==> src/uwgd_pkg.sv <==
// types, register codes and constants of the wave gesture detector
// no dependencies
`timescale 1ns / 1ps

package uwgd_pkg;

  // configuration port
  localparam int CfgWidth    = 16;
  localparam int CfgIdxWidth = 3;

  typedef enum logic [CfgIdxWidth-1:0] {
    RegNearLimit   = 3'd0,
    RegMediumMin   = 3'd1,
    RegMediumMax   = 3'd2,
    RegDebounce    = 3'd3,
    RegDoubleWin   = 3'd4,
    RegCooldown    = 3'd5,
    RegDispTimeout = 3'd6
  } cfg_reg_e;

  // register reset values
  localparam logic [9:0]  NearLimitRst   = 10'd5;
  localparam logic [9:0]  MediumMinRst   = 10'd10;
  localparam logic [9:0]  MediumMaxRst   = 10'd20;
  localparam logic [15:0] DebounceRst    = 16'd150;
  localparam logic [15:0] DoubleWinRst   = 16'd600;
  localparam logic [15:0] CooldownRst    = 16'd2000;
  localparam logic [15:0] DispTimeoutRst = 16'd5000;

  // distance = echo * 10 / 582, division by reciprocal multiply (exact for 19 bit x)
  localparam logic [14:0] EchoMaxUs = 15'd30000;
  localparam int          DistDen   = 582;
  localparam int          DistShift = 29;
  localparam logic [19:0] DistMul   = 20'((2 ** DistShift + DistDen - 1) / DistDen);
  localparam logic signed [10:0] NoEchoDist = -11'sd1;

  typedef struct packed {
    logic [31:0] now_ms;
    logic [14:0] echo_us;
  } in_item_t;

  typedef struct packed {
    logic signed [10:0] distance_cm;
    logic [1:0]         wave_total;
    logic               sound_toggled;
    logic               sound_on;
    logic               refresh_request;
    logic               display_on;
    logic               display_switched_off;
  } out_item_t;

endpackage

==> src/ultrasonic_wave_gesture_detector_top.sv <==
// An accepted item is held in the input register, its result then in the result register.
// Throughput: one item per cycle unless the result stalls; one pass through
// the distance multiplier and the state update stands between the two registers.
// Reset: asynchronous, active low; clears both stages' valid flags and the gesture
// state (sound starts on), loads the default register values. No clearing pass.
// uses uwgd_pkg
`timescale 1ns / 1ps

module ultrasonic_wave_gesture_detector_top
  import uwgd_pkg::*;
(
  input  logic                   clk_i,
  input  logic                   rst_ni,
  // configuration
  input  logic                   cfg_we_i,
  input  logic [CfgIdxWidth-1:0] cfg_idx_i,
  input  logic [CfgWidth-1:0]    cfg_data_i,
  // measurement items
  input  logic                   in_valid_i,
  output logic                   in_stall_o,
  input  in_item_t               in_item_i,
  // result items
  output logic                   out_valid_o,
  input  logic                   out_stall_i,
  output out_item_t              out_item_o
);

  // configuration registers
  logic [9:0]  near_limit_q, medium_min_q, medium_max_q;
  logic [15:0] debounce_q, double_win_q, cooldown_q, disp_timeout_q;

  always_ff @(posedge clk_i or negedge rst_ni) begin
    if (!rst_ni) begin
      near_limit_q   <= NearLimitRst;
      medium_min_q   <= MediumMinRst;
      medium_max_q   <= MediumMaxRst;
      debounce_q     <= DebounceRst;
      double_win_q   <= DoubleWinRst;
      cooldown_q     <= CooldownRst;
      disp_timeout_q <= DispTimeoutRst;
    end else if (cfg_we_i) begin
      unique case (cfg_idx_i)
        RegNearLimit:   near_limit_q   <= cfg_data_i[9:0];
        RegMediumMin:   medium_min_q   <= cfg_data_i[9:0];
        RegMediumMax:   medium_max_q   <= cfg_data_i[9:0];
        RegDebounce:    debounce_q     <= cfg_data_i;
        RegDoubleWin:   double_win_q   <= cfg_data_i;
        RegCooldown:    cooldown_q     <= cfg_data_i;
        RegDispTimeout: disp_timeout_q <= cfg_data_i;
        default: ;
      endcase
    end
  end

  // handshake
  logic     s1_valid_q;
  in_item_t s1_item_q;
  logic     out_valid_q;
  out_item_t out_item_q;
  logic     advance, in_accept;

  assign advance    = s1_valid_q && (!out_valid_q || !out_stall_i);
  assign in_stall_o = s1_valid_q && !advance;
  assign in_accept  = in_valid_i && !in_stall_o;

  // input register
  always_ff @(posedge clk_i or negedge rst_ni) begin
    if (!rst_ni) begin
      s1_valid_q <= 1'b0;
    end else if (in_accept) begin
      s1_valid_q <= 1'b1;
    end else if (advance) begin
      s1_valid_q <= 1'b0;
    end
  end

  always_ff @(posedge clk_i) begin
    if (in_accept) begin
      s1_item_q <= in_item_i;
    end
  end

  // distance from echo width
  logic [14:0] echo_c;
  logic [18:0] echo_x10;
  logic [38:0] dist_prod;
  logic [9:0]  dist_cm;
  logic        has_echo, very_close, mid_band;

  assign has_echo  = s1_item_q.echo_us != '0;
  assign echo_c    = (s1_item_q.echo_us > EchoMaxUs) ? EchoMaxUs : s1_item_q.echo_us;
  assign echo_x10  = {1'b0, echo_c, 3'b000} + {3'b000, echo_c, 1'b0};
  assign dist_prod = 39'(echo_x10) * 39'(DistMul);
  assign dist_cm   = dist_prod[DistShift +: 10];

  assign very_close = has_echo && (dist_cm != '0) && (dist_cm <= near_limit_q);
  assign mid_band   = has_echo && (dist_cm >= medium_min_q) && (dist_cm <= medium_max_q);

  // gesture state
  logic        was_near_q, was_near_d;
  logic [31:0] last_wave_q, last_wave_d;
  logic [1:0]  wave_cnt_q, wave_cnt_d;
  logic [31:0] last_gest_q, last_gest_d;
  logic        sound_q, sound_d;
  logic        disp_q, disp_d;
  logic [31:0] disp_start_q, disp_start_d;

  logic [31:0] now;
  logic [1:0]  cnt1;
  logic [31:0] lw1;
  logic        toggled, refresh, switched_off;

  assign now = s1_item_q.now_ms;

  always_comb begin
    cnt1         = wave_cnt_q;
    lw1          = last_wave_q;
    wave_cnt_d   = wave_cnt_q;
    last_wave_d  = last_wave_q;
    last_gest_d  = last_gest_q;
    sound_d      = sound_q;
    disp_d       = disp_q;
    disp_start_d = disp_start_q;
    toggled      = 1'b0;
    refresh      = 1'b0;
    switched_off = 1'b0;
    was_near_d   = very_close;

    // debounced rising edge into the near range
    if (very_close && !was_near_q && ((now - last_wave_q) > 32'(debounce_q))) begin
      cnt1 = (wave_cnt_q < 2'd2) ? wave_cnt_q + 2'd1 : wave_cnt_q;
      lw1  = now;
    end
    wave_cnt_d  = cnt1;
    last_wave_d = lw1;

    // double wave toggles sound, else a lone wave expires
    if (cnt1 == 2'd2 && ((now - lw1) < 32'(double_win_q))) begin
      sound_d      = !sound_q;
      toggled      = 1'b1;
      disp_d       = 1'b1;
      disp_start_d = now;
      wave_cnt_d   = 2'd0;
      last_wave_d  = now;
    end else if (cnt1 == 2'd1 && ((now - lw1) > 32'(double_win_q))) begin
      wave_cnt_d = 2'd0;
    end

    // medium range gesture outside cooldown
    if (mid_band && ((now - last_gest_q) > 32'(cooldown_q))) begin
      refresh      = 1'b1;
      disp_d       = 1'b1;
      disp_start_d = now;
      last_gest_d  = now;
    end

    // display timeout
    if (disp_d && ((now - disp_start_d) > 32'(disp_timeout_q))) begin
      disp_d       = 1'b0;
      switched_off = 1'b1;
    end
  end

  always_ff @(posedge clk_i or negedge rst_ni) begin
    if (!rst_ni) begin
      was_near_q   <= 1'b0;
      last_wave_q  <= '0;
      wave_cnt_q   <= '0;
      last_gest_q  <= '0;
      sound_q      <= 1'b1;
      disp_q       <= 1'b0;
      disp_start_q <= '0;
    end else if (advance) begin
      was_near_q   <= was_near_d;
      last_wave_q  <= last_wave_d;
      wave_cnt_q   <= wave_cnt_d;
      last_gest_q  <= last_gest_d;
      sound_q      <= sound_d;
      disp_q       <= disp_d;
      disp_start_q <= disp_start_d;
    end
  end

  // result register
  always_ff @(posedge clk_i or negedge rst_ni) begin
    if (!rst_ni) begin
      out_valid_q <= 1'b0;
    end else if (advance) begin
      out_valid_q <= 1'b1;
    end else if (!out_stall_i) begin
      out_valid_q <= 1'b0;
    end
  end

  always_ff @(posedge clk_i) begin
    if (advance) begin
      out_item_q.distance_cm          <= has_echo ? $signed({1'b0, dist_cm}) : NoEchoDist;
      out_item_q.wave_total           <= wave_cnt_d;
      out_item_q.sound_toggled        <= toggled;
      out_item_q.sound_on             <= sound_d;
      out_item_q.refresh_request      <= refresh;
      out_item_q.display_on           <= disp_d;
      out_item_q.display_switched_off <= switched_off;
    end
  end

  assign out_valid_o = out_valid_q;
  assign out_item_o  = out_item_q;

endmodule

==> config.mk <==
export PLATFORM = sky130hd
export DESIGN_NAME = ultrasonic_wave_gesture_detector_top
export DESIGN_NICKNAME = d
export VERILOG_FILES = /design/src/uwgd_pkg.sv /design/src/ultrasonic_wave_gesture_detector_top.sv
export SDC_FILE = /design/constraint.sdc
export NUM_CORES = 1
export LEC_CHECK = 0
export BUFFER_PORTS_ARGS = -buffer_cell sky130_fd_sc_hd__clkbuf_2
export CAP_MARGIN = 25
export CORE_MARGIN = 2
export CORE_UTILIZATION = 45
export DETAILED_ROUTE_END_ITERATION = 10
export PLACE_DENSITY = 0.62
export SLEW_MARGIN = 20
export SYNTH_ARGS = -nofsm -noshare
export SYNTH_HDL_FRONTEND = slang
export SYNTH_SLANG_ARGS = --single-unit
==> constraint.sdc <==
create_clock -name clk_i -period 25.5 [get_ports clk_i]
set_input_delay 3.825 -clock clk_i [delete_from_list [all_inputs] [get_ports clk_i]]
set_output_delay 3.825 -clock clk_i [all_outputs]
set_load 0.02 [all_outputs]
======== Word level (Yosys, flattened, before mapping) ========
Index checks and enable logic that the tools add are counted.
cells by class
  add/subtract/negate cells ............... 6
  multipliers ............................. 1
  $lt $le $gt $ge ......................... 10
  equal/unequal tests ..................... 9
  mux-type cells .......................... 21
  reduce and logical (&&, ||, !) cells .... 32
operators by type and width
  kind                                                                   count
  32-bit by 16-bit greater-than comparator with 1-bit output             4
  32-bit two-way mux                                                     4
  32-bit subtractor                                                      4
  19-bit by 20-bit multiplier with 39-bit output, second input constant  1
  32-bit by 16-bit < comparator with 1-bit output                        1
  10-bit <= comparator                                                   2
  18-bit by 16-bit adder with 19-bit output                              1
  2-bit AND reduction                                                    8
  15-bit greater-than comparator, second input constant                  1
  15-bit two-way mux                                                     1
  15-bit nonzero test                                                    1
  1-bit logical AND                                                      13
  1-bit two-way mux                                                      11
  11-bit two-way mux                                                     1
  10-bit >= comparator                                                   1
  10-bit nonzero test                                                    1
  3-bit == test, second input constant                                   3
  2-bit two-way mux                                                      4
  3-bit by 2-bit == test with 1-bit output, second input constant        2
  1-bit logical NOT                                                      6
  3-bit by 1-bit == test with 1-bit output, second input constant        1
  3-bit logical NOT                                                      1
  2-bit by 1-bit adder with 2-bit output, second input constant          1
  2-bit by 1-bit == test with 1-bit output, second input constant        1
  5 further kinds                                                        5
word-level totals
  flip-flop bits (word level) ............. 262
  output and inout bits ................... 20

======== Depth between registers and ports, before layout ========
Gate-level depths: netlist of the first run.
  depth in word-level cells ............... 19
  depth in mapped cells ................... 120
  gate-level depth less buffers ........... 116

======== Worst setup path before layout of the first run ========
OpenSTA, ideal clock, no wires.
  kind .................................... reg2reg
  start point ............................. reg s1_item_q[4] (netlist name)
  end point ............................... reg out_item_q (netlist bit out_item_o[0]) (data pin)
  setup time .............................. 0.263 ns
  data arrival time ....................... 22.010 ns
  data required time ...................... 25.237 ns
  path slack .............................. 3.227 ns
  stages on the path, launching flop included .. 107
  buffers on the path ..................... 7
  clock period less this slack ............ 22.273 ns
  path through ............................ edfxtp_1 clkbuf_1 a211o_1 a21oi_1 nor2b_1 o221ai_1 clkbuf_1 and2_1 ha_1 a21oi_1 o21bai_1 a21oi_1 o21ai_0 o211ai_1 inv_1 maj3_1 maj3_1 a31o_2 [71 not listed] a21oi_1 mux2_2 nor2_1 xnor2_1 ha_1 nor2b_1 o21ai_0 nand2b_1 a21oi_1 o31ai_1 a21o_1 a21oi_1 o21ai_0 a211o_1 a31oi_1 o2111ai_1 nor4_2 nor2_1
on the way
  longest elaborated chain between the ends .. 19
ends and longest elaborated chain
  item                                                        RTL line                                     text
  start: declaration                                          ultrasonic_wave_gesture_detector_top.sv:57   in_item_t s1_item_q;
  start signal: assignment                                    ultrasonic_wave_gesture_detector_top.sv:79   s1_item_q <= in_item_i;
  15-bit greater-than comparator                              ultrasonic_wave_gesture_detector_top.sv:91   assign echo_c = (s1_item_q.echo_us > EchoMaxUs) ? EchoMaxUs : s1_item_q.echo_us;
  15-bit two-way mux (*)                                      ultrasonic_wave_gesture_detector_top.sv:91
  18-bit by 16-bit adder with 19-bit output (*)               ultrasonic_wave_gesture_detector_top.sv:92   assign echo_x10 = {1'b0, echo_c, 3'b000} + {3'b000, echo_c, 1'b0};
  19-bit by 20-bit multiplier with 39-bit output (*)          ultrasonic_wave_gesture_detector_top.sv:93   assign dist_prod = 39'(echo_x10) * 39'(DistMul);
  net dist_prod[32]                                           ultrasonic_wave_gesture_detector_top.sv:86   logic [38:0] dist_prod;
  branches (longest 13 deep; another with 32-bit subtractor)  --
  1-bit logical AND (*)                                       ultrasonic_wave_gesture_detector_top.sv:158  if (disp_d && ((now - disp_start_d) > 32'(disp_timeout_q))) begin
  1-bit two-way mux (*)                                       ultrasonic_wave_gesture_detector_top.sv:158
  net switched_off                                            ultrasonic_wave_gesture_detector_top.sv:111  logic toggled, refresh, switched_off;
  end: declaration                                            ultrasonic_wave_gesture_detector_top.sv:59   out_item_t out_item_q;
Mark *: on every way through the listed nets, which the timed path passes.
A chain may end at the register's enable or synchronous reset.

======== Final worst setup path of the first run ========
  start point ............................. reg s1_item_q[6] (netlist name)
  end point ............................... reg out_item_q (netlist bit out_item_o[0]) (data pin)
on the way
  longest elaborated chain between the ends .. 19
ends and longest elaborated chain
  item                                                            RTL line                                     text
  15-bit greater-than comparator                                  ultrasonic_wave_gesture_detector_top.sv:91
  15-bit two-way mux (*)                                          ultrasonic_wave_gesture_detector_top.sv:91
  18-bit by 16-bit adder with 19-bit output (*)                   ultrasonic_wave_gesture_detector_top.sv:92
  19-bit by 20-bit multiplier with 39-bit output (*)              ultrasonic_wave_gesture_detector_top.sv:93
  net dist_prod[35]                                               ultrasonic_wave_gesture_detector_top.sv:86
  branches (longest 10 deep; another with 32-bit subtractor)      --
  32-bit two-way mux (*)                                          ultrasonic_wave_gesture_detector_top.sv:150  if (mid_band && ((now - last_gest_q) > 32'(cooldown_q))) begin
  net disp_start_d[1]                                             ultrasonic_wave_gesture_detector_top.sv:106  logic [31:0] disp_start_q, disp_start_d;
  32-bit subtractor (*)                                           ultrasonic_wave_gesture_detector_top.sv:158
  32-bit by 16-bit greater-than comparator with 1-bit output (*)  ultrasonic_wave_gesture_detector_top.sv:158
  1-bit logical AND (*)                                           ultrasonic_wave_gesture_detector_top.sv:158
  1-bit two-way mux (*)                                           ultrasonic_wave_gesture_detector_top.sv:158
  net switched_off                                                ultrasonic_wave_gesture_detector_top.sv:111
Marked as above.

==> metrics.txt, run 1 <==
CTS Buf Count=34; final WL=roughly 81 mm; pin count of the biggest net entering global routing=just under 80; Max Transition Viols Final=0; Final ANT Viol Nets=0; slowest CP cell=edfxtp_1; GR Util met2=between 40% and 50%; Final Skew=0.03589 ns; RSZ-0062 raised after global routing=no; overall die height=~250 um; cell taking the most area after synthesis=ha_1; CP endpoint kind=flop; share of the synthesized area in the top cell type=17.52%; All-Layer GR Usage=about a quarter; Post-Synth Simple-Gate Area=~13%; hold path start=was_near_q; largest family of logic cells by synthesized area=adder cells; syn_nets=about 3700; Layout area overhead=9.392%; DRC Markers=0; multiplexer area fraction after synthesis=under 10%; Synth cell types=between 90 and 100; Worst-path clk slew=approximately 0.060 ns; initial antenna violation count=1; Sequential Area=between 0.006 and 0.007 mm2; Async SR Flop Fraction=75.19%; fin nets=about 3800; Gate Count Post-Synth=3153; Critical Path Source=s1_item_q[6]; via/cell ratio=~5.7; vias in the first global route=around 24000; multi-input logic area=roughly 0.019 mm2; final hold vios=0; Clock Tree Root=clkbuf_16; Synth Cell Area=roughly 0.028 mm2; Initial Util=45.46%; Setup-failing EPs final=0; core area=0.06160 mm2; status=complete, no violations; Synth Area in Adders=between 20% and 30%; syn avg cell area=~8.9 um2; WS Path Type=flop to flop; CTS tree=yes; Most used DFF post-synth=dfrtp_1; Worst Path Arrival=24.05 ns; Buffers on Ports=90; Post-Synth XOR/XNOR Area=3.378%; # IOs=between 90 and 100; Setup crit start kind=flop; Post-synth EDFFs=65; Worst Max-Slew Pin Slew=between 0.9 and 1 ns; clk buf depth=3; Die X=roughly 250 um; Avg WL per Cell=19.85 um; Hold WC Path Type=flop to flop; Final HPWL DP=about 66 mm; Req. time, crit path=approximately 26 ns; delay-heaviest family, CP=compound AO/OA/AOI/OAI gates; Max Fclk=approximately 42 MHz; Max-Cap Viols=0; share of cells above drive strength 1=11.39%; clk_lat worst skew=~0.56 ns; Die Area=0.06424 mm2; drt pass-1 iters=6; top-count cell post-synth=inv_1; register area share after synthesis=~25%; Synth Area in Compound Gates=18.35%; Most Used Layer, Global Route=met2; slew margin rel.=35.20%; CP max stage delay=0.57 ns; gpl congestion=~1; fill count=between 5000 and 6000; min Tclk post-route=23.78 ns; Yosys reg bits=between 200 and 300; H-tree depth=2; CP most frequent cell=a21oi_1; top post-synthesis cells by area=ha_1 18%, dfrtp_1 15%, fa_1 8.9%; YS warnings=0; TNS Setup=0 ns; Global Route met1 Usage=about a third; worst reg2reg path startpoint=s1_item_q[6]; WP buf/inv=12; first-pass GRT wire length=approximately 130 mm; CP Max Fanout=21; row count=91; Final Cycle Share=between 90% and 100%; CTS Sinks=around 260; Synth top cells by count=455 x inv_1, 392 x ha_1, 241 x nand2_1; met3 GRT Util=about 2.7%; GRT overflow=0; via count=about 23000; Iter 0 DRT Violations=~1600
worst paths after layout:
check	endpoint	slack [ns]	depth (start not counted)
max in group asynchronous	double_win_q[10]	20.90	2
hold / removal	was_near_q	0.48	2
min in group asynchronous	last_gest_q[2]	3.28	1
setup reg to reg	out_item_o[0]	1.72	112
setup / recovery	out_item_o[0]	1.72	112
hold reg to reg	was_near_q	0.48	2
placed cells by master, fill, tap and decap left out, types with 89 or more instances in the layout:
cell type and count:
a21oi_1 234, o21ai_0 211, fa_1 125, mux2_2 116
nand2_1 241, inv_1 455, clkbuf_2 89, ha_1 391
dfrtp_1 171, nor2_1 162
routing by layer:
layer | wire [um] | up-vias
met5 | 0 | -
met4 | 3213 | 0
met3 | 3367 | 166
met2 | 39390 | 615
met1 | 34970 | 11290
li1 | - | 11210
state kept, by name (all words and copies together) (netlist names):
signal	flops
s1_item_q	15
disp_timeout_q	16
disp_q	1
debounce_q	16
now	32
near_limit_q	10
was_near_q	1
medium_min_q	10
sound_q	1
last_gest_q	32
medium_max_q	10
disp_start_q	32
out_valid_o	1
double_win_q	16
last_wave_q	32
out_item_o	18
cooldown_q	16
wave_cnt_q	2
s1_valid_q	1
repair_timing:
| item | CTS | global route |
|---|---|---|
| buffers inserted | 0 | 5 |
| endpoints found under the setup margin | 0 | 3 |
| hold buffers | 0 | 0 |
| gates resized for setup | 0 | 11 |
| endpoints found under the hold margin | 0 | 0 |
layout make-up:
class	count	share of cell area (%)
inverters	455	5.576
diodes	1	0.008169
multi-input cells	2344	62.43
clock buffers	43	2.986
repair buffers	118	2.222
flip-flops and latches	262	22.57
well taps	837	3.419
clock inverters	18	0.7924
worst register-to-register path: cells and delay by family (launching register included):
family / cells / cell delay (ns)
AO/OA/AOI/OAI: 44 / 8.07
XOR/XNOR: 4 / 0.85
buffers and inverters: 12 / 1.16
multiplexers: 2 / 0.47
AND/OR/NAND/NOR: 30 / 4.71
flip-flops: 1 / 0.57
adder cells (fa/ha/maj): 20 / 7.65
metrics by stage:
step	cells	area, um2	hold slack (ns)	worst slack [ns]	util [%]
floorplan	3153	28000	0.4460	3.227	-
global placement	4007	29320	0.4655	1.201	47.60
detailed placement	4007	29320	0.4707	0.4479	47.60
CTS	4068	30480	0.4833	0.3532	49.47
global route	4077	30630	0.5010	0.01214	49.72
finish	4078	30630	0.4812	1.725	49.73
logic make-up after synthesis:
| kind of cell | count (synthesis) |
|---|---|
| flip-flops | 262 |
| XOR/XNOR | 108 |
| multiplexers | 158 |
| buffers and inverters | 547 |
| adder cells (fa/ha/maj) | 531 |
| AND/OR/NAND/NOR | 739 |
| AO/OA/AOI/OAI | 808 |
Power of run 1 is not shown: default switching activity piles up to over one toggle a cycle in this logic, so the estimate is an artifact.
==> inputs of run 2 (changes only) <==
--- a/config.mk
+++ b/config.mk
@@ -5,6 +5,7 @@
 export SDC_FILE = /design/constraint.sdc
 export NUM_CORES = 1
 export LEC_CHECK = 0
+export ABC_AREA = 1
 export BUFFER_PORTS_ARGS = -buffer_cell sky130_fd_sc_hd__clkbuf_2
 export CAP_MARGIN = 25
 export CORE_MARGIN = 2
==> run 2 against run 1 <==
Against the previous run: via count increased by 5.6%; highest routed layer unchanged; critical endpoint is now out_item_o[1]; routed wire length up 0.64%; synthesized cell count rose by 21%; critical path type unchanged; register-to-register slack better by 4.9 ns; hold slack got worse by 0.0028 ns; final cell count increased by 17%; core utilization grew 0.091 points; clock-buffer cell count is 5 higher; non-clock buffer count fell by 10; die area up 0.15%; flip-flop and latch count did not move; final area is 0.37% higher.
==> metrics.txt, run 2 <==
Avg WL per Cell=17.13 um (was 19.85 um); Iter 0 DRT Violations=1659 (was 1611); post-place instance area=0.02942 mm2 (was 0.02932 mm2); # IOs=91 (unchanged); Worst Max-Slew Pin Slew=0.9423 ns (was 0.9650 ns); Synth Cell Area=0.02804 mm2 (was 0.02800 mm2); CTS Hold Bufs=0 (unchanged); Synth cell types=61 (was 99); Max Fclk=52.86 MHz (was 42.06 MHz); Setup crit start kind=flop (unchanged); CTS Sinks=262 (unchanged); core area=0.06171 mm2 (was 0.06160 mm2); Yosys reg bits=262 (unchanged); status=complete, no violations (unchanged); Initial Util=45.44% (was 45.46%); min Tclk post-route=18.92 ns (was 23.78 ns); Buffers on Ports=90 (unchanged); Die Area=0.06433 mm2 (was 0.06424 mm2); Die X=253.6 um (was 253.5 um); most common cell after layout, fill and taps aside=nand2_1 (was inv_1); Final Cycle Share=74.18% (was 93.24%); Post-synth EDFFs=65 (unchanged); Most used DFF post-synth=dfrtp_1 (unchanged); drt pass-1 iters=5 (was 6); clk_lat worst skew=0.58 ns (was 0.56 ns); final WL=81.46 mm (was 80.94 mm); first-pass GRT wire length=128.6 mm (was 129.2 mm); YS warnings=0 (unchanged); via count=24590 (was 23290); Final Skew=0.04781 ns (was 0.03589 ns); Synth top cells by count=885 x nand2_1, 738 x inv_1, 392 x ha_1 (was 455 x inv_1, 392 x ha_1, 241 x nand2_1); register area share after synthesis=24.65% (was 24.69%); top-count cell post-synth=nand2_1 (was inv_1); final hold vios=0 (unchanged); Post-CTS Resized=0 (unchanged); via/cell ratio=5.170 (was 5.710); Max Transition Viols Final=0 (unchanged); initial antenna violation count=0 (was 1); slowest CP cell=buf_4 (was edfxtp_1); share of the synthesized area in the top cell type=17.49% (was 17.52%); fin nets=4478 (was 3803); multi-input logic area=0.01807 mm2 (was 0.01912 mm2); gpl congestion=0.9677 (was 0.9785); Layout area overhead=9.628% (was 9.392%); overall die height=253.6 um (was 253.5 um); All-Layer GR Usage=25.59% (was 25.65%); Finished Core Util=49.82% (was 49.73%); H-tree depth=2 (unchanged); vias in the first global route=23810 (was 23550); clk buf depth=3 (unchanged); DRC Markers=0 (unchanged); slew margin rel.=37.03% (was 35.20%); RSZ-0062 raised after global routing=no (unchanged); TNS Setup=0 ns (unchanged); syn_nets=4397 (was 3741); CP most frequent cell=nand2_1 (was a21oi_1); CTS tree=yes (unchanged); CTS Buf Count=36 (was 34); Final Cell Area=0.03074 mm2 (was 0.03063 mm2); cell taking the most area after synthesis=ha_1 (unchanged); pin count of the biggest net entering global routing=101 (was 78); syn avg cell area=7.363 um2 (was 8.881 um2); Req. time, crit path=25.94 ns (was 25.78 ns); Placed Cells=4687 (was 4007); Gate Count Post-Synth=3809 (was 3153); top post-synthesis cells by area=ha_1 17%, dfrtp_1 15%, nand2_1 12% (was ha_1 18%, dfrtp_1 15%, fa_1 8.9%); WS Path Type=flop to flop (unchanged); Async SR Flop Fraction=75.19% (unchanged); Sequential Area=0.006914 mm2 (unchanged); Final HPWL DP=65.84 mm (was 65.73 mm); Hold WC Path Type=flop to flop (unchanged); CP Max Fanout=77 (was 21); postcts setup bufs=0 (unchanged); Layout Cells excl Fill=4756 (was 4078); CP max stage delay=0.58 ns (was 0.57 ns); Worst-path clk slew=0.06 ns (about the same); most frequent cells in the layout=884 x nand2_1, 736 x inv_1, 392 x ha_1 (was 455 x inv_1, 391 x ha_1, 241 x nand2_1); Final ANT Viol Nets=0 (unchanged); Max-Cap Viols=0 (unchanged); row count=91 (unchanged); fill count=6260 (was 5797); share of cells above drive strength 1=7.504% (was 11.39%); Setup-failing EPs final=0 (unchanged); CP endpoint kind=flop (unchanged); Worst Path Arrival=19.35 ns (was 24.05 ns); GRT overflow=0 (unchanged); Clock Tree Root=clkbuf_16 (unchanged)
run 2: changes by cell type in the layout (fill, tap and decap cells not counted), sizes merged, moves of 30 or more:
cell / delta
o21ai: +150
a21o: -79
a31oi: -30
mux2: -116
inv: +293
nand2: +674
o21a: -36
nor2b: -38
xnor2: -40
mux2i: -39
nor2: +81
nand3: +100
nand2b: -42
run 2: kinds of logic after synthesis:
| logic type | synth area share [%] |
|---|---|
| compound gates | 13.22 |
| xor+xnor | 2.842 |
| fa+ha+maj | 26.41 |
| buf+inv | 10.98 |
| flops | 24.65 |
| mux | 0.1160 |
| simple gates | 21.78 |
run 2: layout make-up:
cell class / count / share of cell area, %
multi-input combinational: 2732 / 58.76
sequential: 262 / 22.49
inverter: 750 / 9.157
tap: 837 / 3.406
clock buffer: 48 / 3.378
timing repair buffer: 108 / 1.958
clock inverter: 18 / 0.8424
antenna: 1 / 0.008139
run 2: path summary, 6_finish.rpt:
path,from,end,slack (ns),cells after the start
setup / recovery,s1_item_q[2],out_item_o[1],6.58,111
hold / removal,disp_start_q[18],disp_start_q[18],0.48,2
setup reg to reg,s1_item_q[2],out_item_o[1],6.58,111
hold reg to reg,disp_start_q[18],disp_start_q[18],0.48,2
max in group asynchronous,rst_ni,disp_q,20.84,2
min in group asynchronous,rst_ni,last_wave_q[16],3.31,1
run 2: critical path, delay by kind of cell (launching register included):
kind	cells	cell delay [ns]
AND/OR/NAND/NOR	59	6.61
adder cells (fa/ha/maj)	16	5.87
AO/OA/AOI/OAI	18	3.39
buffers and inverters	15	1.76
XOR/XNOR	3	0.69
flip-flops	1	0.44
run 2: layer usage:
layer / part of all wire [%] / track usage [%] / wire length (um) / vias up
met5: 0 / 0 / 0 / -
met4: 2.3 / 6.403 / 1839 / 0
met3: 4.4 / 2.376 / 3551 / 110
met2: 48 / 44.02 / 38790 / 550
met1: 46 / 34.61 / 37280 / 11480
li1: - / - / - / 12450
run 2: through the flow:
stage                     hold WS [ns]  setup WS, ns
after CTS                       0.4824         6.568
after global placement          0.4604         6.960
after detailed placement        0.4680         6.631
after global routing            0.5025         4.390
final                           0.4784         6.583
after floorplan                 0.4340         8.492
Power of run 2 is left out for the same reason.
